<file path="config.mk">
export PLATFORM = sky130hd
export DESIGN_NAME = repp_front
export DESIGN_NICKNAME = d
export VERILOG_FILES = /design/src/rtl/core/rotated_edge_potential_projection_unit_defines.svh /design/src/rtl/core/repp_pkg.sv /design/src/rtl/core/repp_front.sv
export SDC_FILE = /design/constraint.sdc
export NUM_CORES = 1
export LEC_CHECK = 0
export ABC_AREA = 1
export BUFFER_PORTS_ARGS = -buffer_cell sky130_fd_sc_hd__buf_4
export CAP_MARGIN = 20
export CORE_AREA = 2 2 194 196
export CTS_CLUSTER_SIZE = 28
export DETAILED_ROUTE_END_ITERATION = 10
export DIE_AREA = 0 0 196 198
export MAX_ROUTING_LAYER = met4
export PLACE_DENSITY = 0.72
export SLEW_MARGIN = 40
export SYNTH_ARGS = -nofsm -noshare
export SYNTH_HDL_FRONTEND = slang
export SYNTH_SLANG_ARGS = --single-unit
</file>
<file path="constraint.sdc">
create_clock -name clock -period 14.2 [get_ports clock]
set_input_delay 1.42 -clock clock [delete_from_list [all_inputs] [get_ports clock]]
set_output_delay 1.42 -clock clock [all_outputs]
set_load 0.01 [all_outputs]
</file>
<file path="src/rtl/core/rotated_edge_potential_projection_unit_defines.svh">
// Assertion macros shared by the projection unit.
`ifndef ROTATED_EDGE_POTENTIAL_PROJECTION_UNIT_DEFINES_SVH
`define ROTATED_EDGE_POTENTIAL_PROJECTION_UNIT_DEFINES_SVH
// Assert that an antecedent implies a consequent in the same cycle.
`define REPP_ASSERT_IMP(label, clk, rst, a, c, msg) \
   label: assert property (@(posedge clk) disable iff (rst) (a) |-> (c)) else $error(msg);
// Assert that an antecedent implies a consequent in the next cycle.
`define REPP_ASSERT_NXT(label, clk, rst, a, c, msg) \
   label: assert property (@(posedge clk) disable iff (rst) (a) |=> (c)) else $error(msg);
`endif

</file>
<file path="src/rtl/core/repp_pkg.sv">
// Types, constants and helpers of the projection unit.
package repp_pkg;
   localparam int QUEUE_DEPTH = 4;
   localparam logic [1:0] KIND_VALUE = 2'd0;
   localparam logic [1:0] KIND_DMU   = 2'd1;
   localparam logic [1:0] KIND_DTH   = 2'd2;
   localparam logic [2:0] REG_MU = 3'd0;
   localparam logic [2:0] REG_SIN = 3'd1;
   localparam logic [2:0] REG_COS = 3'd2;
   localparam logic [2:0] REG_AX = 3'd3;
   localparam logic [2:0] REG_AY = 3'd4;
   localparam logic [2:0] REG_AZ = 3'd5;
   localparam logic signed [31:0] ONE_Q30 = 32'sd1073741824;

   typedef struct packed {
      logic               theta;
      logic               scale;
      logic signed [32:0] mx;
      logic signed [32:0] my;
      logic signed [32:0] mz;
      logic signed [31:0] ex;
      logic signed [31:0] ey;
      logic signed [31:0] ez;
   } item_type;

   function automatic logic signed [31:0] clamp_unit(input logic signed [31:0] v);
      if (v > ONE_Q30) return ONE_Q30;
      if (v < -ONE_Q30) return -ONE_Q30;
      return v;
   endfunction

   // Round a Q30 product back by adding one half and flooring.
   function automatic logic signed [35:0] rnd30(input logic signed [67:0] v);
      logic signed [67:0] t;
      t = v + 68'sd536870912;
      return t[65:30];
   endfunction
endpackage

</file>
<file path="src/rtl/core/repp_front.sv">
// Front end: accepts requests, forms the midpoint and decodes the kind.
module repp_front (
   input  logic                clock,
   input  logic                reset,
   input  logic                in_valid,
   output logic                in_stall,
   input  logic [1:0]          kind,
   input  logic signed [31:0]  ax, ay, az, bx, by, bz, ex, ey, ez,
   output logic                out_valid,
   input  logic                out_stall,
   output repp_pkg::item_type  out_item
);
   import repp_pkg::*;
   logic     valid_ff, valid_in;
   item_type item_ff, item_in;
   logic signed [32:0] sx, sy, sz;

   assign in_stall = valid_ff && out_stall;
   always_comb begin
      sx = 33'(ax) + 33'(bx);
      sy = 33'(ay) + 33'(by);
      sz = 33'(az) + 33'(bz);
      item_in.theta = (kind == KIND_DTH);
      item_in.scale = (kind != KIND_DMU);
      item_in.mx = sx >>> 1;
      item_in.my = sy >>> 1;
      item_in.mz = sz >>> 1;
      item_in.ex = ex;
      item_in.ey = ey;
      item_in.ez = ez;
      valid_in = in_stall ? valid_ff : in_valid;
   end
   always_ff @(posedge clock) begin
      if (reset) valid_ff <= 1'b0;
      else valid_ff <= valid_in;
      if (!in_stall) item_ff <= item_in;
   end
   assign out_valid = valid_ff;
   assign out_item = item_ff;
endmodule

</file>
==> run metrics, run 1 <==
status=finished, final reports clean; WP buf/inv=3; gr usage total=0.2235; routed vias/inst=4.582; Sink Count=195; critical path's top delay family=simple AND/OR/NAND/NOR gates; pre-CTS WS=10.36 ns; Seq/Total Area, Yosys=0.4447; die footprint=0.03881 mm²; worst path required time=12.78 ns; Register Area=0.005846 mm²; Pleak=10.14 nW; P_sw=0.0005934 W; Seq pwr share=0.410; RSZ-0062 raised after global routing=false; std cell rows=71; Tcrit/Tclk final=0.2675; # IOs=493; CP most frequent cell=buf_4; crit path cell chain=buf_4 -> nand2_4 -> inv_1 -> buf_4; post_cts resized=0; Synth Warn #=0; Setup violations, final=0; Cell variety after synth=21; commonest non-fill, non-tap cell in the layout=nand2_1; gr ovfl total=0; synthesis-to-layout area growth=37.49%; Clock power frac=0.289; power per cell area=101.5 mW/mm²; Pint=0.001242 W; Peak VDD IR=92.70 µV; Syn Std Cell Area=0.01315 mm²; Placer Congestion=0.9592; synthesized area per cell=7.473 µm²; final hold slack=1.108 ns; HP Class=input port to flip-flop; Fmax=263.3 MHz; root buffer cell=clkbuf_16; most frequent cells in the layout=723 x nand2_1, 492 x buf_4, 369 x inv_1; Worst setup EP type=primary output; clock-pin slew on the worst setup and hold paths=0.07 ns; DR vias=12630; Slew Limit Headroom=0.5109; Initial Utilization=0.3557; ANT cells=0; largest net degree at the start of global routing=74; clock buffer depth=2; design area=0.01807 mm²; post-route ant nets=0; htree depth=4; Clock Skews=0.01374 ns; CTS tree=built; Total Wirelength=42510 µm; wire per inst=15.43 µm; worst slew pin tran=0.7336 ns; Horiz. Die Dim=196 µm; final worst-path setup slack=10.40 ns; vias in the first global route=12450; Final Hold Violating Endpoints=0; layout cells sized above 1=0.2458; CTS buffer count=17; crit-path max cell delay=0.53 ns; DRC viols=0; first-pass GRT wire length=64490 µm; HPWL Detailed=35660 µm; CP startpoint kind=input port; cell count after synthesis=1759; crit-path max FO=54; DRT iter0 DRCs=642; Multi-input gate area=0.005892 mm²; setup TNS=0 ns; kind of critical path=input port to primary output; Yosys reg bits=195; Comb pwr share=0.301; worst-skew pair later-pin latency=0.48 ns; cts hold-fix bufs=0; max-slew violations=0; # fillers=3560; worst endpoint data arrival time=2.38 ns; final net count=2659; total of max-cap violations=0; min Tclk post-route=3.798 ns; initial antenna violation count=0; CORE AREA=0.03696 mm²; syn nets=2149; # Post-CTS Setup Buffers=0; Die H=198 µm; post-layout util=0.4891; sw frac=0.3234; IO Port Bufs=492; Crit-path slowest cell=nand2_4; Placed Area=0.01744 mm²; TritonRoute pass-1 iters=7
[layer usage]
layer | wire length (µm) | track usage
met1 | 17000 | 0.2468
met2 | 21670 | 0.4048
met3 | 2944 | 0.04548
met4 | 896 | 0.07015
met5 | 0 | -
[power by group through the flow]
| stage | Clock [W] | Combinational [W] | Sequential (W) |
|---|---|---|---|
| after detailed placement | 0 | 0.000552 | 0.000766 |
| after floorplan | 0 | 0.000239 | 0.000806 |
| final | 0.000530 | 0.000552 | 0.000753 |
| after global routing | 0.000561 | 0.000610 | 0.000760 |
| after global placement | 0 | 0.000547 | 0.000765 |
| after CTS | 0.000545 | 0.000554 | 0.000754 |
[layout make-up]
class	instances	area share
Sequential cell	195	0.3234
Timing Repair Buffer	494	0.2056
Multi-Input combinational cell	1190	0.3260
Tap cell	474	0.03281
Clock buffer	17	0.02354
Inverter	371	0.07705
Clock inverter	15	0.01156
[cell usage after synthesis]
| master | instances | area [µm²] |
|---|---|---|
| a21oi_1 | 57 | 285.3 |
| and2_1 | 3 | 18.77 |
| and3_1 | 6 | 37.54 |
| buf_4 | 3 | 22.52 |
| clkinv_1 | 2 | 7.510 |
| dfxtp_1 | 1 | 20.02 |
| edfxtp_1 | 194 | 5826 |
| fa_1 | 3 | 60.06 |
| ha_1 | 93 | 1164 |
| inv_1 | 369 | 1385 |
| nand2_1 | 724 | 2718 |
| nand2_2 | 34 | 212.7 |
| nand3_1 | 63 | 315.3 |
| nand4_1 | 6 | 37.54 |
| nor2_1 | 138 | 518.0 |
| nor3_1 | 3 | 15.01 |
| o21ai_0 | 3 | 15.01 |
| o21bai_1 | 3 | 22.52 |
| or2_1 | 3 | 18.77 |
| xnor2_1 | 3 | 26.28 |
| xor2_1 | 48 | 420.4 |
[worst register-to-register path, stage by stage, from the launching register on]
cell	delay (ns)
dfxtp_1	0.34
nand2_4	0.55
buf_6	0.67
[kinds of logic after synthesis]
kind of cell,synth area share
compound gates,0.02456
xor+xnor,0.03398
fa+ha+maj,0.09309
buf+inv,0.1077
flops,0.4447
simple gates,0.2960
[path summary, 6_finish.rpt]
check | endpoint | from | slack, ns | cells past startpoint
worst max-delay path | in_stall | out_stall | 10.40 | 4
worst max register to register | out_item[146]$_DFFE_PN_ | out_valid$_SDFFE_PP0N_ | 12.23 | 2
worst min-delay path | out_valid$_SDFFE_PP0N_ | reset | 1.11 | 2
worst min register to register | out_item[126]$_DFFE_PN_ | out_valid$_SDFFE_PP0N_ | 1.12 | 1
[registers in the layout (all words and copies together), names as in the netlist]
register / flops
out_item: 194
out_valid: 1
[through the flow]
| stage | cells | total power, W |
|---|---|---|
| 2_1_floorplan | 1759 | 0.001045 |
| 3_3_place_gp | 2724 | 0.001311 |
| 3_5_place_dp | 2724 | 0.001318 |
| 4_1_cts | 2756 | 0.001853 |
| 5_1_grt | 2756 | 0.001931 |
| 6_report | 2756 | 0.001835 |
No activity file was read; power rests on OpenSTA's default activity.
==> run 2, diff against run 1 <==
Settings changed: CORE_AREA 2 2 194 196 to 2 2 190 192, DIE_AREA 0 0 196 198 to 0 0 192 194, PLACE_DENSITY 0.72 to 0.75.
Clock period 14.2 ns to 3.7 ns, I/O delays scaled along.
==> run 2 against run 1 <==
Against the previous run:
- setup slack got worse by 8.7 ns
- sequential share of layout area is essentially flat
- global-route usage rose by 1.2 points
- largest cell class unchanged
- non-clock buffer count grew 2
- highest routed layer unchanged
- worst hold slack worse by 1.0 ns
- final area about the same
- via count up 0.93%
- combinational power grew to 3.9 times the previous value
- final cell count fell by 0.40%
- total power grew to 3.8 times the previous value
- register-to-register slack lost 10 ns
==> run metrics, run 2 (same netlist as run 1, synthesis figures left out) <==
Tcrit/Tclk final=0.5460; vias in the first global route=12740; Final Hold Violating Endpoints=0; IO Port Bufs=492; Crit-path slowest cell=dfxtp_1; Die H=194 µm; Clock Skews=0.01098 ns; gr ovfl total=0; CORE AREA=0.03522 mm²; min Tclk post-route=2.020 ns; Pleak=10.13 nW; kind of critical path=flip-flop to primary output; Fmax=495.0 MHz; setup TNS=0 ns; initial antenna violation count=0; largest net degree at the start of global routing=91; DR vias=12750; ANT cells=0; HPWL Detailed=36220 µm; final hold slack=0.08649 ns; Slew Limit Headroom=0.4769; worst slew pin tran=0.7846 ns; Initial Utilization=0.3732; gr usage total=0.2358; RSZ-0062 raised after global routing=false; status=finished, final reports clean; first-pass GRT wire length=65830 µm; htree depth=4; synthesis-to-layout area growth=37.39%; Largest register FFs=194; DRC viols=0; Peak VDD IR=304.6 µV; total of max-cap violations=0; commonest non-fill, non-tap cell in the layout=nand2_1; clock buffer depth=2; post-route ant nets=0; routed vias/inst=4.644; worst path required time=3.33 ns; HP Class=input port to flip-flop; Placer Congestion=0.9794; DRT iter0 DRCs=578; Sink Count=195; Horiz. Die Dim=192 µm; CTS tree=built; most frequent cells in the layout=723 x nand2_1, 495 x buf_4, 369 x inv_1; critical path's top delay family=flip-flops; max-slew violations=0; CTS buffer count=17; post_cts resized=0; power per cell area=386.2 mW/mm²; layout cells sized above 1=0.2461; Total Wirelength=43340 µm; worst-skew pair later-pin latency=0.44 ns; cts hold-fix bufs=0; clock-pin slew on the worst setup and hold paths=0.08 ns; worst endpoint data arrival time=1.65 ns; # Post-CTS Setup Buffers=0; crit path cell chain=nand2_8 -> inv_1 -> buf_4; root buffer cell=clkbuf_16; crit-path max cell delay=0.44 ns; # IOs=493; CP startpoint kind=flip-flop; wire per inst=15.79 µm; Worst setup EP type=primary output; WP buf/inv=2; crit-path max FO=90; TritonRoute pass-1 iters=5; die footprint=0.03725 mm²; final net count=2661; std cell rows=69; Setup violations, final=0
## run 2: cell types whose count changed in the layout (fill, tap and decap cells not counted), moves of 2 or more
cell | previous run | this run
inv_8 | 4 | 2
clkinv_8 | 3 | 5
bufinv_16 | 2 | 0
buf_6 | 2 | 0
buf_4 | 492 | 495
## run 2: layout make-up
| cell class | instances | area [µm²] |
|---|---|---|
| Timing Repair Buffer | 496 | 3736 |
| Sequential cell | 195 | 5846 |
| Multi-Input combinational cell | 1190 | 5901 |
| Clock buffer | 17 | 425.4 |
| Fill cell | 3369 | 17160 |
| Inverter | 371 | 1393 |
| Clock inverter | 15 | 182.7 |
| Tap cell | 461 | 576.8 |
## run 2: metrics by stage
| step | utilization | instances | setup slack (ns) | total power (W) | area (µm²) |
|---|---|---|---|---|---|
| CTS | 0.5127 | 2745 | 1.589 | 0.007032 | 18060 |
| finish | 0.5127 | 2745 | 1.680 | 0.006975 | 18060 |
| floorplan | - | 1759 | 0.2541 | 0.004002 | 13150 |
| detailed placement | 0.4955 | 2713 | 1.475 | 0.005086 | 17450 |
| global placement | 0.4955 | 2713 | 1.499 | 0.005057 | 17450 |
| global route | 0.5127 | 2745 | 1.544 | 0.007349 | 18060 |
## run 2: path summary, 6_finish.rpt
| kind | from | to | slack (ns) | cells past startpoint |
|---|---|---|---|---|
| setup / recovery | out_valid$_SDFFE_PP0N_ | in_stall | 1.68 | 3 |
| hold / removal | reset | out_valid$_SDFFE_PP0N_ | 0.09 | 2 |
| setup reg to reg | out_valid$_SDFFE_PP0N_ | out_item[192]$_DFFE_PN_ | 1.96 | 2 |
| hold reg to reg | out_valid$_SDFFE_PP0N_ | out_item[10]$_DFFE_PN_ | 1.15 | 1 |
## run 2: power by group
group	leakage (nW)	switching [W]	internal [W]
sequential	2.03	0.000111	0.00279
clock	0.290	0.00101	0.000924
combinational	7.81	0.00121	0.000935
## run 2: per-layer routing
layer	global-route usage	part of all wire
met5	-	0
met4	0.07012	0.024
met3	0.04778	0.077
met2	0.4178	0.50
met1	0.2663	0.39
## run 2: worst register-to-register path, delay by kind of cell, from the launching register on
family	cells	cell delay, ns
buf+inv	1	0.54
simple gates	1	0.50
flops	1	0.37
==> run 3, diff against run 2 <==
Settings changed: ABC_AREA 1 to 0, CORE_AREA 2 2 190 192 to 2 2 191 193, DIE_AREA 0 0 192 194 to 0 0 193 195, PLACE_DENSITY 0.75 to 0.66.
Clock period 3.7 ns to 2 ns, I/O delays scaled along.
==> run 3 against run 2 <==
Against the previous run:
- wire length decreased by 11%
- non-clock buffer count increased by 297
- sequential cell count unchanged
- highest routed layer unchanged
- combinational power increased by 120%
- global-route usage decreased by 3.3 points
- largest cell class is now buffers
- sequential share of layout area decreased by 1.6 points
- via count decreased by 21%
- critical path depth increased by 10
- setup slack got worse by 1.9 ns
- area after synthesis decreased by 20%
- the flow now finishes with violations (negative setup slack)
- sequential power increased by 86%
- total power increased by 95%
==> run metrics, run 3 <==
P_sw=0.003991 W; post-layout util=0.5373; Initial Utilization=0.2980; design area=0.01902 mm²; Slew Limit Headroom=0.7045; Tcrit/Tclk final=1.123; CTS tree=built; Yosys reg bits=195; HP Class=input port to flip-flop; synthesized area per cell=12.27 µm²; routed vias/inst=4.732; Cell variety after synth=56; root buffer cell=clkbuf_16; DR vias=10060; final net count=2040; most numerous cell in the Yosys netlist=edfxtp_1; min Tclk post-route=2.246 ns; Worst setup EP type=flip-flop; max-slew violations=0; clock-pin slew on the worst setup and hold paths=0.08 ns; Total Wirelength=38770 µm; gr usage total=0.2028; Syn Std Cell Area=0.01055 mm²; vias in the first global route=10360; final hold slack=0.03707 ns; TritonRoute pass-1 iters=5; Setup violations, final=18; largest net degree at the start of global routing=53; Synth area leader=edfxtp_1; worst slew pin tran=0.4387 ns; clock buffer depth=2; Final Hold Violating Endpoints=0; worst endpoint data arrival time=2.44 ns; Yosys top cell area share=0.5522; die footprint=0.03764 mm²; post-route ant nets=0; std cell rows=69; EDFF count, synth=194; layout cells sized above 1=0.5153; RSZ-0062 raised after global routing=true; Post-synth top flop=edfxtp_1; Comb pwr share=0.339; Horiz. Die Dim=193 µm; syn nets=1250; Sink Count=195; Seq pwr share=0.397; largest cells by area after synthesis=edfxtp_1 55%, ha_1 11%, xnor2_1 4.9%; Fmax=445.2 MHz; HPWL Detailed=30120 µm; htree depth=4; Placer Congestion=0.9027; Async SR Flop Fraction=0; CORE AREA=0.03540 mm²; most frequent cells in the layout=658 x buf_4, 194 x edfxtp_1, 100 x dlygate4sd3_1; first-pass GRT wire length=56100 µm; Clock power frac=0.265; CP startpoint kind=input port; failing checks=negative setup slack; Pleak=8.524 nW; overall power=0.01362 W; Seq/Total Area, Yosys=0.5541; sw frac=0.2931; commonest non-fill, non-tap cell in the layout=buf_4; Synth Warn #=0; # IOs=493; DRT iter0 DRCs=327; wire per inst=18.24 µm; Placed Area=0.01664 mm²; setup slack, reg-to-reg=0.40 ns; Die H=195 µm; IO Port Bufs=492; synthesis-to-layout area growth=80.30%; initial antenna violation count=2; kind of critical path=input port to flip-flop; total of max-cap violations=0; worst path required time=2.19 ns; gr ovfl total=0; Peak VDD IR=560.0 µV; Post-synth top cells=194 x edfxtp_1, 93 x ha_1, 84 x a21oi_1, 59 x xnor2_1, 58 x a21o_1; worst-skew pair later-pin latency=0.45 ns; Pint=0.009628 W; CTS buffer count=17; cell count after synthesis=860; Largest register FFs=194; final worst-path setup slack=-0.2461 ns; DRC viols=0; Clock Skews=0.006494 ns; power per cell area=716.0 mW/mm²; status=finished, violations left; crit-path max FO=3
## run 3: cell types whose count changed in the layout (fill, tap and decap cells not counted), sizes merged, moves of 58 or more
cell,previous run,this run
nor2,138,48
nand2,758,45
a21o,0,58
buf,496,693
dlygate4sd3,0,100
inv,376,24
## run 3: area by class of cell
cell class,instances,area (µm²)
diodes,2,5.005
clock buffers,18,429.2
clock inverters,14,183.9
fillers,3001,16380
inverters,16,60.06
multi-input cells,627,5542
flip-flops and latches,195,5846
well taps,461,576.8
repair buffers,793,6377
## run 3: kinds of logic after synthesis
| kind of cell | Yosys count | share of synthesized area |
|---|---|---|
| AO/OA/AOI/OAI | 261 | 0.1594 |
| flip-flops | 195 | 0.5541 |
| AND/OR/NAND/NOR | 183 | 0.08338 |
| adder cells (fa/ha/maj) | 96 | 0.1160 |
| XOR/XNOR | 86 | 0.07140 |
| buffers and inverters | 38 | 0.01471 |
| multiplexers | 1 | 0.0009489 |
## run 3: power groups by stage
stage / clock [W] / combinational, W / sequential, W
6_report: 0.00361 / 0.00461 / 0.00540
5_1_grt: 0.00385 / 0.00496 / 0.00546
4_1_cts: 0.00371 / 0.00445 / 0.00540
3_5_place_dp: 0 / 0.00412 / 0.00548
3_3_place_gp: 0 / 0.00408 / 0.00547
2_1_floorplan: 0 / 0.00157 / 0.00575
## run 3: stage by stage
step / setup WS (ns) / std cells / setup TNS [ns]
after detailed placement: -0.8255 / 1965 / -29.02
after floorplan: -0.3683 / 860 / -5.039
final: -0.2461 / 2126 / -2.631
after global placement: -0.8185 / 1965 / -27.92
after global routing: -0.3140 / 2126 / -4.619
after CTS: -0.1951 / 2119 / -1.366
## run 3: worst paths after layout
path         cells after the start              startpoint                 endpoint
min reg2reg                      1  out_valid$_SDFFE_PP0N_   out_item[98]$_DFFE_PN_
min                              2                 kind[0]  out_item[196]$_DFFE_PN_
max                             13                   ay[0]  out_item[150]$_DFFE_PN_
max reg2reg                      5  out_valid$_SDFFE_PP0N_   out_valid$_SDFFE_PP0N_
## run 3: metal layers
| layer | up-vias | track usage | routed length, µm |
|---|---|---|---|
| met1 | 4775 | 0.2129 | 14340 |
| li1 | 4863 | - | - |
| met2 | 360 | 0.3607 | 20270 |
| met5 | - | - | 0 |
| met3 | 63 | 0.05176 | 2856 |
| met4 | 0 | 0.07997 | 1306 |
## run 3: worst max-delay path: stages
cell and delay, ns:
buf_6 0.09, and2_4 0.15, fa_2 0.35, a21o_1 0.17
a21oi_2 0.15, o21a_1 0.20, o21bai_4 0.09, o41ai_4 0.30
a211o_1 0.25, buf_4 0.14, o21ai_4 0.07, buf_4 0.15
xor2_1 0.13
## run 3: what timing repair did
action / in CTS / in global routing
endpoints found under the hold margin: 98 / 0
buffers inserted: 23 / 8
hold buffers: 100 / 0
pin swaps: 32 / 55
setup endpoints to repair: 25 / 40
resized for setup: 37 / 69
