### config.mk
export PLATFORM = sky130hd
export DESIGN_NAME = repp_queue
export DESIGN_NICKNAME = d
export VERILOG_FILES = /design/src/rtl/core/rotated_edge_potential_projection_unit_defines.svh /design/src/rtl/core/repp_pkg.sv /design/src/rtl/core/repp_queue.sv
export SDC_FILE = /design/constraint.sdc
export NUM_CORES = 1
export LEC_CHECK = 0
export BUFFER_PORTS_ARGS = -buffer_cell sky130_fd_sc_hd__buf_2
export CAP_MARGIN = 20
export CELL_PAD_IN_SITES_DETAIL_PLACEMENT = 0
export CELL_PAD_IN_SITES_GLOBAL_PLACEMENT = 2
export CORE_MARGIN = 1.5
export CORE_UTILIZATION = 41
export CTS_CLUSTER_SIZE = 20
export DETAILED_ROUTE_END_ITERATION = 10
export HOLD_SLACK_MARGIN = 0.08
export PLACE_DENSITY_LB_ADDON = 0.3
export SETUP_SLACK_MARGIN = 0.4
export SLEW_MARGIN = 20
export SYNTH_ARGS = -nofsm -noshare
export SYNTH_HDL_FRONTEND = slang
export SYNTH_SLANG_ARGS = --single-unit
### constraint.sdc
create_clock -name clock -period 5.6 [get_ports clock]
set_input_delay 0 -clock clock [delete_from_list [all_inputs] [get_ports clock]]
set_output_delay 0 -clock clock [all_outputs]
set_load 0.02 [all_outputs]
### src/rtl/core/rotated_edge_potential_projection_unit_defines.svh
// Assertion macros shared by the projection unit.
`ifndef ROTATED_EDGE_POTENTIAL_PROJECTION_UNIT_DEFINES_SVH
`define ROTATED_EDGE_POTENTIAL_PROJECTION_UNIT_DEFINES_SVH
// Assert that an antecedent implies a consequent in the same cycle.
`define REPP_ASSERT_IMP(label, clk, rst, a, c, msg) \
   label: assert property (@(posedge clk) disable iff (rst) (a) |-> (c)) else $error(msg);
// Assert that an antecedent implies a consequent in the next cycle.
`define REPP_ASSERT_NXT(label, clk, rst, a, c, msg) \
   label: assert property (@(posedge clk) disable iff (rst) (a) |=> (c)) else $error(msg);
`endif

### src/rtl/core/repp_pkg.sv
// Types, constants and helpers of the projection unit.
package repp_pkg;
   localparam int QUEUE_DEPTH = 4;
   localparam logic [1:0] KIND_VALUE = 2'd0;
   localparam logic [1:0] KIND_DMU   = 2'd1;
   localparam logic [1:0] KIND_DTH   = 2'd2;
   localparam logic [2:0] REG_MU = 3'd0;
   localparam logic [2:0] REG_SIN = 3'd1;
   localparam logic [2:0] REG_COS = 3'd2;
   localparam logic [2:0] REG_AX = 3'd3;
   localparam logic [2:0] REG_AY = 3'd4;
   localparam logic [2:0] REG_AZ = 3'd5;
   localparam logic signed [31:0] ONE_Q30 = 32'sd1073741824;

   typedef struct packed {
      logic               theta;
      logic               scale;
      logic signed [32:0] mx;
      logic signed [32:0] my;
      logic signed [32:0] mz;
      logic signed [31:0] ex;
      logic signed [31:0] ey;
      logic signed [31:0] ez;
   } item_type;

   function automatic logic signed [31:0] clamp_unit(input logic signed [31:0] v);
      if (v > ONE_Q30) return ONE_Q30;
      if (v < -ONE_Q30) return -ONE_Q30;
      return v;
   endfunction

   // Round a Q30 product back by adding one half and flooring.
   function automatic logic signed [35:0] rnd30(input logic signed [67:0] v);
      logic signed [67:0] t;
      t = v + 68'sd536870912;
      return t[65:30];
   endfunction
endpackage

### src/rtl/core/repp_queue.sv
// Short queue between front and back ends.
module repp_queue #(parameter int DEPTH = repp_pkg::QUEUE_DEPTH) (
   input  logic               clock,
   input  logic               reset,
   input  logic               in_valid,
   output logic               in_stall,
   input  repp_pkg::item_type in_item,
   output logic               out_valid,
   input  logic               out_stall,
   output repp_pkg::item_type out_item
);
   import repp_pkg::*;
   localparam int AW = $clog2(DEPTH);
   item_type mem_ff [DEPTH];
   logic [AW:0] count_ff, count_in;
   logic [AW-1:0] wp_ff, rp_ff;
   logic push, pop;

   assign in_stall = (count_ff == (AW+1)'(DEPTH));
   assign out_valid = (count_ff != '0);
   assign out_item = mem_ff[rp_ff];
   assign push = in_valid && !in_stall;
   assign pop = out_valid && !out_stall;
   always_comb count_in = count_ff + (AW+1)'(push) - (AW+1)'(pop);
   always_ff @(posedge clock) begin
      if (reset) begin
         count_ff <= '0; wp_ff <= '0; rp_ff <= '0;
      end else begin
         count_ff <= count_in;
         if (push) wp_ff <= (wp_ff == AW'(DEPTH-1)) ? '0 : wp_ff + 1'b1;
         if (pop) rp_ff <= (rp_ff == AW'(DEPTH-1)) ? '0 : rp_ff + 1'b1;
      end
      if (push) mem_ff[wp_ff] <= in_item;
   end
endmodule

==> flow_metrics.env, run 1 <==
export IMPL_status="complete, no violations"
export IMPL_yosysSeqAreaShare_pct=82.5
export IMPL_ioPinCount=400
export IMPL_cts_buffer_depth=3
export IMPL_vias_per_cell=4.97
export IMPL_cts_made_buffers=83
export IMPL_cp_max_fo=73
export IMPL_synthesis_area_um2=28900
export IMPL_cp_buffers_inverters=2
export IMPL_cts_resized=0
export IMPL_synth_seq_cells=797
export IMPL_routed_wl_mm=59.0
export IMPL_netlist_instances=1081
export IMPL_cp_end_kind="output pin"
export IMPL_report_final_slew_viol_count=0
export IMPL_initial_core_util_pct=41.3
export IMPL_port_buffers=399
export IMPL_power_leakage_nw=12.2
export IMPL_fillers=5576
export IMPL_fin_area_um2=36500
export IMPL_cts_setup_buffers=0
export IMPL_ir_drop_mv=0.280
export IMPL_hold_viol=0
export IMPL_cp_top_family="flip-flops"
export IMPL_multi_input_area_um2=4720
export IMPL_die_h_um=268
export IMPL_rsz0062_at_grt="false"
export IMPL_post_route_period_util_pct=53.4
export IMPL_drt_pass1_iterations=6
export IMPL_wire_per_inst_um=21.5
export IMPL_hold_class="primary input to flop"
export IMPL_core_area_um2=69900
export IMPL_areaGrowthSynthToFinish_pct=26.4
export IMPL_max_slew_margin_pct=40.3
export IMPL_cp_cell_sequence="buf_12 > mux4_2 > buf_2"
export IMPL_fin_crit_ns=2.99
export IMPL_h_tree_depth=3
export IMPL_worstPathRequired_ns=5.60
export IMPL_placed_cell_area_um2=32000
export IMPL_cts_hold_buf=201
export IMPL_grt_first_pass_wirelength_mm=88.0
export IMPL_dieArea_um2=72100
export IMPL_grt_max_degree=126
export IMPL_remaining_drc_errors=0
export IMPL_arrival_ns=2.99
export IMPL_critPathLaunchType="flop"
export IMPL_layout_area_seq_um2=23900
export IMPL_drt_iter0_markers=764
export IMPL_finalPower_mw=16.4
export IMPL_clk_pin_slew_worst_paths_ns=0.06
export IMPL_place_congestion=0.690
export IMPL_drive_above_1_share_pct=40.2
export IMPL_rows=97
export IMPL_crit_type="flop to output pin"
export IMPL_tightestPinTransition_ns=0.895
export IMPL_final_common_cell="edfxtp_1"
export IMPL_clkSinkCount=797
export IMPL_tns_ns=0
export IMPL_dp_hpwl_mm=33.0
export IMPL_die_w_um=268
export IMPL_antenna_found_initial=8
export IMPL_clk_root_buffer_cell="clkbuf_16"
export IMPL_power_density_nw_per_um2=450
export IMPL_grt_pass1_vias=14800
export IMPL_cpMaxStageDelayCell="dfxtp_4"
export IMPL_final_antenna_net_count=0
export IMPL_cap_violations=0
export IMPL_critPathMaxStageDelay_ns=0.92
export IMPL_clk_latency_ns=0.61
export IMPL_layout_nets=1943
export IMPL_ys_warn_count=0
export IMPL_synth_cell_type_count=24
export IMPL_avgSynthCellArea_um2=26.7
export IMPL_setup_viol=0
export IMPL_mostFrequentLayoutCells="788 x edfxtp_1, 399 x buf_2, 201 x dlygate4sd3_1"
export IMPL_grt_ovfl_total=0
export IMPL_fmax_ghz=0.335
export IMPL_vias=13600
export IMPL_cts_tree="built"
export IMPL_synth_fp_nets=1290
export IMPL_grt_use_total_pct=16.3
export IMPL_finClkSkew_ns=0.0169
-- synthesized netlist by cell type --
cell type    n  area (um2)
xor2_1       1        8.76
buf_2       21         105
nor2b_1      1        6.26
and3_1       4        25.0
nor2_1       3        11.3
clkbuf_1     8        30.0
o21ai_0      2        10.0
dfxtp_1      9         180
and2_1       2        12.5
mux4_2     197        4440
edfxtp_1   788       23700
nand3_1      2        10.0
buf_6       16         180
clkbuf_2     1        5.00
o31ai_2      1        12.5
a21o_1       1        7.51
nand3b_1     1        7.51
or3b_1       1        8.76
ha_1         7        87.6
a21oi_1      3        15.0
nor3_1       3        15.0
or4_1        1        7.51
inv_1        7        26.3
fa_1         1        20.0
-- worst register-to-register path, stage by stage, from the launching register on --
cell           delay (ns)
dfxtp_1              0.35
or3b_1               0.54
and2_1               0.24
inv_1                0.06
ha_1                 0.22
inv_1                0.05
ha_1                 0.13
inv_1                0.05
fa_1                 0.50
nor2_1               0.05
dlygate4sd3_1        0.56
-- final timing paths --
kind | endpoint | startpoint | cells past startpoint | slack (ns)
worst max-delay path | out_item[133] | flop | 3 | 2.61
worst min-delay path | mem_ff[2][8] | in_item[8] | 2 | 0.14
worst max register to register | count_ff[1] | count_ff[1] | 10 | 2.74
worst min register to register | flop | rp_ff[0] | 2 | 0.52
-- sequential cells by signal, indices dropped and copies added (netlist names), named ones only --
| register | flops |
|---|---|
| mem_ff | 788 |
| rp_ff | 2 |
| count_ff | 3 |
| wp_ff | 2 |
-- per-layer routing --
metal	track usage (%)	wire, um
met1	20.5	23800
met2	27.1	29400
met3	5.28	4550
met4	4.78	1150
met5	0	86
-- stage by stage --
stage | hold slack, ns | cells | utilization (%) | setup slack, ns
CTS | 0.0854 | 2738 | 52.2 | 2.41
floorplan | 0.0989 | 1081 | - | 2.07
global placement | 0.210 | 2388 | 45.8 | 2.94
global route | 0.118 | 2740 | 52.3 | 2.31
finish | 0.137 | 2740 | 52.3 | 2.61
detailed placement | 0.216 | 2388 | 45.8 | 2.90
-- layout make-up --
cell class	instances	share of cell area [%]
tap	940	3.22
clock inverter	44	0.880
timing repair buffer	614	11.6
inverter	7	0.0719
sequential	797	65.3
clock buffer	105	6.03
multi-input combinational	231	12.9
antenna	2	0.0137
-- report_power, final --
group          switching (mW)  leakage (nW)  total, mW  internal, mW
sequential              0.215          7.29       7.51          7.30
combinational            2.25          3.70       3.82          1.57
clock                    2.18          1.23       5.10          2.93
total                    4.64          12.2       16.4          11.8
-- logic make-up after synthesis --
kind of cell    after synthesis  synth area share [%]
simple gates                 18                 0.359
xor+xnor                      1                0.0303
flops                       797                  82.5
buf+inv                      53                  1.20
fa+ha+maj                     8                 0.372
compound gates                7                 0.156
mux                         197                  15.4
Power figures use the tool's default switching activity.
==> inputs of run 2 (changes only) <==
ABC_AREA = 1   (was unset)
clock period = 2.9 ns   (was 5.6 ns; I/O delays follow)
==> run 2 against run 1 <==
Effect of this change: clock power increased by 96%; critical path type is now flop to flop; critical path depth is 7 higher; clock skew up 0.0046 ns; die area increased by 3.1%; count of clock-buffer cells in the layout increased by 2; largest power group unchanged.
==> flow_metrics.env, run 2 <==
export IMPL_drive_above_1_share_pct=21.5
export IMPL_netlist_instances=1975
export IMPL_ir_drop_mv=0.649
export IMPL_yosysTopAreaCell="edfxtp_1"
export IMPL_vias_per_cell=5.16
export IMPL_grt_max_degree=155
export IMPL_finClkSkew_ns=0.0215
export IMPL_die_w_um=273
export IMPL_power_leakage_nw=13.1
export IMPL_remaining_drc_errors=0
export IMPL_h_tree_depth=3
export IMPL_tightestPinTransition_ns=0.753
export IMPL_clk_pin_slew_worst_paths_ns=0.06
export IMPL_synth_seq_cells=797
export IMPL_synthTopCellsByCount="788 x edfxtp_1, 406 x nor2_1, 255 x o21ai_0"
export IMPL_drt_iter0_markers=1125
export IMPL_fmax_ghz=0.417
export IMPL_final_antenna_net_count=0
export IMPL_yosysMostFrequentCell="edfxtp_1"
export IMPL_min_to="mem_ff[0][68]"
export IMPL_cp_top_family="adder cells"
export IMPL_hold_viol=0
export IMPL_multi_input_area_um2=5000
export IMPL_critPathLaunchType="flop"
export IMPL_critPathMaxStageDelay_ns=0.55
export IMPL_max_slew_margin_pct=49.8
export IMPL_dieArea_um2=74300
export IMPL_core_area_um2=71700
export IMPL_rsz0062_at_grt="false"
export IMPL_cts_buffer_depth=3
export IMPL_place_congestion=0.740
export IMPL_mostFrequentLayoutCells="788 x edfxtp_1, 401 x nor2_1, 399 x buf_2"
export IMPL_status="complete, no violations"
export IMPL_finalNonFillerCells=3611
export IMPL_arrival_ns=2.92
export IMPL_die_h_um=273
export IMPL_layout_nets=2798
export IMPL_rows=98
export IMPL_async_flop_share_pct=0
export IMPL_cp_cell_sequence="nor2_4 > nand2_4 > nand2_8 > ha_1 > inv_1 > ha_1 > inv_1 > fa_1 > nor2_1 > dlygate4sd3_1"
export IMPL_post_route_period_util_pct=82.7
export IMPL_fin_crit_ns=2.40
export IMPL_holdPathStages=2
export IMPL_synth_top_area_share_pct=79.4
export IMPL_reg2reg_depth=10
export IMPL_vias=18600
export IMPL_hold_ws_ns=0.118
export IMPL_clk_latency_ns=0.63
export IMPL_initial_core_util_pct=41.6
export IMPL_report_final_slew_viol_count=0
export IMPL_setup_viol=0
export IMPL_cp_max_fo=6
export IMPL_finalPower_mw=34.8
export IMPL_synth_cell_type_count=22
export IMPL_cts_made_buffers=85
export IMPL_clkSinkCount=797
export IMPL_hold_class="primary input to flop"
export IMPL_worstPathRequired_ns=3.42
export IMPL_cpMaxStageDelayCell="dlygate4sd3_1"
export IMPL_min_from="in_item[68]"
export IMPL_r2r_start="count_ff[1]"
export IMPL_power_density_nw_per_um2=927
export IMPL_areaGrowthSynthToFinish_pct=26.0
export IMPL_synthTopCellsByArea="edfxtp_1 79%, nor2_1 5.1%, o21ai_0 4.3%"
export IMPL_synthesis_area_um2=29800
export IMPL_clk_root_buffer_cell="clkbuf_16"
export IMPL_crit_type="flop to flop"
export IMPL_avgSynthCellArea_um2=15.1
export IMPL_grt_first_pass_wirelength_mm=110
export IMPL_routed_wl_mm=74.5
export IMPL_fillers=5972
export IMPL_yosysSeqAreaShare_pct=80.0
export IMPL_ys_warn_count=0
export IMPL_r2r_end="count_ff[1]"
export IMPL_synth_enable_flop_cells=788
export IMPL_cp_end_kind="flop"
export IMPL_cts_tree="built"
export IMPL_wire_per_inst_um=20.6
export IMPL_dp_cells=3235
export IMPL_ioPinCount=400
export IMPL_drt_pass1_iterations=5
export IMPL_grt_pass1_vias=19100
export IMPL_dp_hpwl_mm=40.1
export IMPL_synth_fp_nets=2184
export IMPL_layout_area_seq_um2=23900
export IMPL_reg_top3="mem_ff x788, count_ff x3"
export IMPL_top_register="mem_ff"
export IMPL_port_buffers=399
export IMPL_grt_ovfl_total=0
export IMPL_cap_violations=0
export IMPL_reg2reg_slack_ns=0.50
export IMPL_grt_use_total_pct=19.4
export IMPL_synth_ff_type="edfxtp_1"
export IMPL_postLayoutCoreUtil_pct=52.4
export IMPL_cp_buffers_inverters=3
export IMPL_antenna_found_initial=7
export IMPL_largest_reg_flops=788
export IMPL_final_common_cell="edfxtp_1"
run 2: worst max-delay path by stage:
stage,end,slack [ns],from,cells after the start
after CTS,out_item[164],0.39,flop,5
after global placement,count_ff[2],0.93,count_ff[1],10
after floorplan,mem_ff[0][0],-1.04,count_ff[1],4
final,count_ff[1],0.50,count_ff[1],10
after global routing,count_ff[1],0.40,count_ff[1],10
after detailed placement,count_ff[2],1.0,count_ff[1],10
run 2: kinds of logic (layout without fill, tap and decap cells):
group | count (synthesis) | after routing | share of synthesized area [%]
compound gates | 598 | 598 | 10.9
buf+inv | 150 | 831 | 3.44
simple gates | 422 | 422 | 5.33
fa+ha+maj | 8 | 8 | 0.361
flops | 797 | 797 | 80.0
other cells | 0 | 5 | 0
run 2: cell type report:
class                           instances  share of cell area [%]
Timing Repair inverter                  1                  0.0300
Clock buffer                          107                    5.88
Multi-Input combinational cell       1028                    13.3
Clock inverter                         47                   0.976
Timing Repair Buffer                  656                    12.8
Inverter                               20                   0.290
Sequential cell                       797                    63.5
Tap cell                              950                    3.16
Antenna cell                            5                  0.0333
run 2: repair_timing:
action                                 4_1_cts  5_1_grt
pin swaps                                    0        1
endpoints found under the hold margin      839        0
setup endpoints to repair                   32       82
gates cloned                                 1        2
hold buffers                               211        0
resized for setup                            2        2
buffers inserted                             0        3
run 2: power by group:
group          leakage [nW]  internal, mW  switching (mW)
clock network          1.24          5.69            4.35
logic                  4.61          3.09            7.35
registers              7.29          14.1           0.277
run 2: metrics by stage:
| stage | setup TNS [ns] | instance area [um2] | setup WS, ns |
|---|---|---|---|
| final | 0 | 37600 | 0.502 |
| after detailed placement | 0 | 32700 | 0.996 |
| after global routing | 0 | 37600 | 0.400 |
| after CTS | 0 | 37500 | 0.388 |
| after floorplan | -806.32 | 29900 | -1.04 |
| after global placement | 0 | 32700 | 0.926 |
run 2: per-layer routing:
metal | share of wire (%) | vias up | global-route usage (%)
li1 | - | 8734 | -
met1 | 41 | 9284 | 23.5
met2 | 50 | 473 | 33.1
met3 | 6.3 | 132 | 5.22
met4 | 3.1 | 4 | 7.11
met5 | 0.025 | - | 0
==> inputs of run 3 (changes only) <==
clock period = 2.4 ns   (was 2.9 ns; I/O delays follow)
==> run 3 against run 2 <==
Effect of this change: clock skew down 0.0053 ns; largest cell class unchanged; hold slack better by 0.0048 ns; clock power up 28%; worst setup slack worse by 0.18 ns.
==> flow_metrics.env, run 3 (synthesis results as in run 2) <==
export IMPL_status="complete, no violations"
export IMPL_hold_ws_ns=0.123
export IMPL_die_w_um=273
export IMPL_grt_use_total_pct=21.2
export IMPL_antenna_found_initial=4
export IMPL_place_congestion=0.750
export IMPL_drive_above_1_share_pct=27.8
export IMPL_drt_pass1_iterations=5
export IMPL_grt_pass1_vias=19500
export IMPL_drt_iter0_markers=1448
export IMPL_top_register="mem_ff"
export IMPL_worstPathRequired_ns=2.40
export IMPL_critPathLaunchType="flop"
export IMPL_rsz0062_at_grt="true"
export IMPL_post_route_period_util_pct=86.5
export IMPL_vias=19500
export IMPL_cap_violations=0
export IMPL_vias_per_cell=5.29
export IMPL_clkSinkCount=797
export IMPL_hold_viol=0
export IMPL_cp_end_kind="output pin"
export IMPL_die_h_um=273
export IMPL_initial_core_util_pct=41.6
export IMPL_core_area_um2=71700
export IMPL_clk_latency_ns=0.62
export IMPL_reg2reg_depth=6
export IMPL_arrival_ns=2.08
export IMPL_routed_wl_mm=85.9
export IMPL_h_tree_depth=3
export IMPL_hold_class="primary input to flop"
export IMPL_power_leakage_nw=14.4
export IMPL_wire_per_inst_um=23.2
export IMPL_cts_tree="built"
export IMPL_post_place_ws_ns=0.478
export IMPL_port_buffers=399
export IMPL_ioPinCount=400
export IMPL_crit_type="flop to output pin"
export IMPL_tightestPinTransition_ns=0.688
export IMPL_rows=98
export IMPL_dp_hpwl_mm=42.0
export IMPL_fin_crit_ns=2.08
export IMPL_report_final_slew_viol_count=0
export IMPL_final_antenna_net_count=0
export IMPL_mostFrequentLayoutCells="788 x edfxtp_1, 390 x nor2_1, 246 x buf_2"
export IMPL_holdPathStages=2
export IMPL_grt_max_degree=89
export IMPL_clk_pin_slew_worst_paths_ns=0.06
export IMPL_grt_first_pass_wirelength_mm=119
export IMPL_finClkSkew_ns=0.0162
export IMPL_clk_root_buffer_cell="clkbuf_16"
export IMPL_ir_drop_mv=0.836
export IMPL_fmax_ghz=0.481
export IMPL_reg_top3="mem_ff x788, count_ff x3"
export IMPL_cp_max_fo=8
export IMPL_largest_reg_flops=788
export IMPL_areaGrowthSynthToFinish_pct=35.8
export IMPL_cts_made_buffers=84
export IMPL_finalWorstSetupSlack_ns=0.323
export IMPL_cts_buffer_depth=3
export IMPL_remaining_drc_errors=0
export IMPL_power_density_nw_per_um2=1160
export IMPL_max_slew_margin_pct=54.1
export IMPL_setup_viol=0
export IMPL_grt_ovfl_total=0
export IMPL_tns_ns=0
export IMPL_final_common_cell="edfxtp_1"
export IMPL_dieArea_um2=74300
export IMPL_layout_nets=2881
-- run 3: area by class of cell --
class	count	area (um2)
fill	5683	31300
sequential	797	23900
timing repair buffer	736	7090
multi-input combinational	1028	5420
clock buffer	100	2160
tap	950	1190
clock inverter	53	543
inverter	20	118
timing repair inverter	5	70.1
antenna	5	12.5
-- run 3: per-stage QoR --
stage	cell area [um2]	util (%)	instances	power (mW)
finish	40500	56.4	3694	47.0
global route	40500	56.4	3691	48.8
CTS	39000	54.4	3654	45.2
detailed placement	33000	46.1	3256	30.0
global placement	33000	46.1	3256	29.8
floorplan	29900	-	1975	25.5
-- run 3: routing by layer --
layer	global-route usage, %	wire length [um]	share of wire, %
met2	36.3	42700	50
met3	4.25	5170	6.0
met1	26.8	35500	41
met4	7.59	2510	2.9
met5	0	7	0.0082
-- run 3: where the power goes --
group          switching [mW]  total, mW  internal [mW]  leakage, nW
Clock                    5.31       12.8           7.45         1.32
Sequential              0.364       17.3           17.0         7.29
Combinational            10.4       16.9           6.52         5.80
Total                    16.1       47.0           30.9         14.4
-- run 3: timing repair --
item | 4_1_cts | 5_1_grt
gates cloned | 20 | 29
hold buffers | 204 | 0
hold endpoints to repair | 888 | 0
buffers inserted | 21 | 6
gates resized for setup | 147 | 254
endpoints found under the setup margin | 197 | 198
pin swaps | 9 | 50
-- run 3: path summary, 6_finish.rpt --
path                    start  slack (ns)        endpoint
setup / recovery         flop        0.32   out_item[112]
hold / removal    in_item[54]        0.12   mem_ff[1][54]
setup reg to reg  count_ff[1]        0.52  mem_ff[2][129]
hold reg to reg      rp_ff[0]        0.54            flop
-- run 3: critical path: stages (launching register included) --
cell and delay, ns:
dfxtp_4 0.40, buf_16 0.18, inv_16 0.12, buf_12 0.14
clkbuf_16 0.17, nor2_1 0.05, o22ai_1 0.18, buf_4 0.19
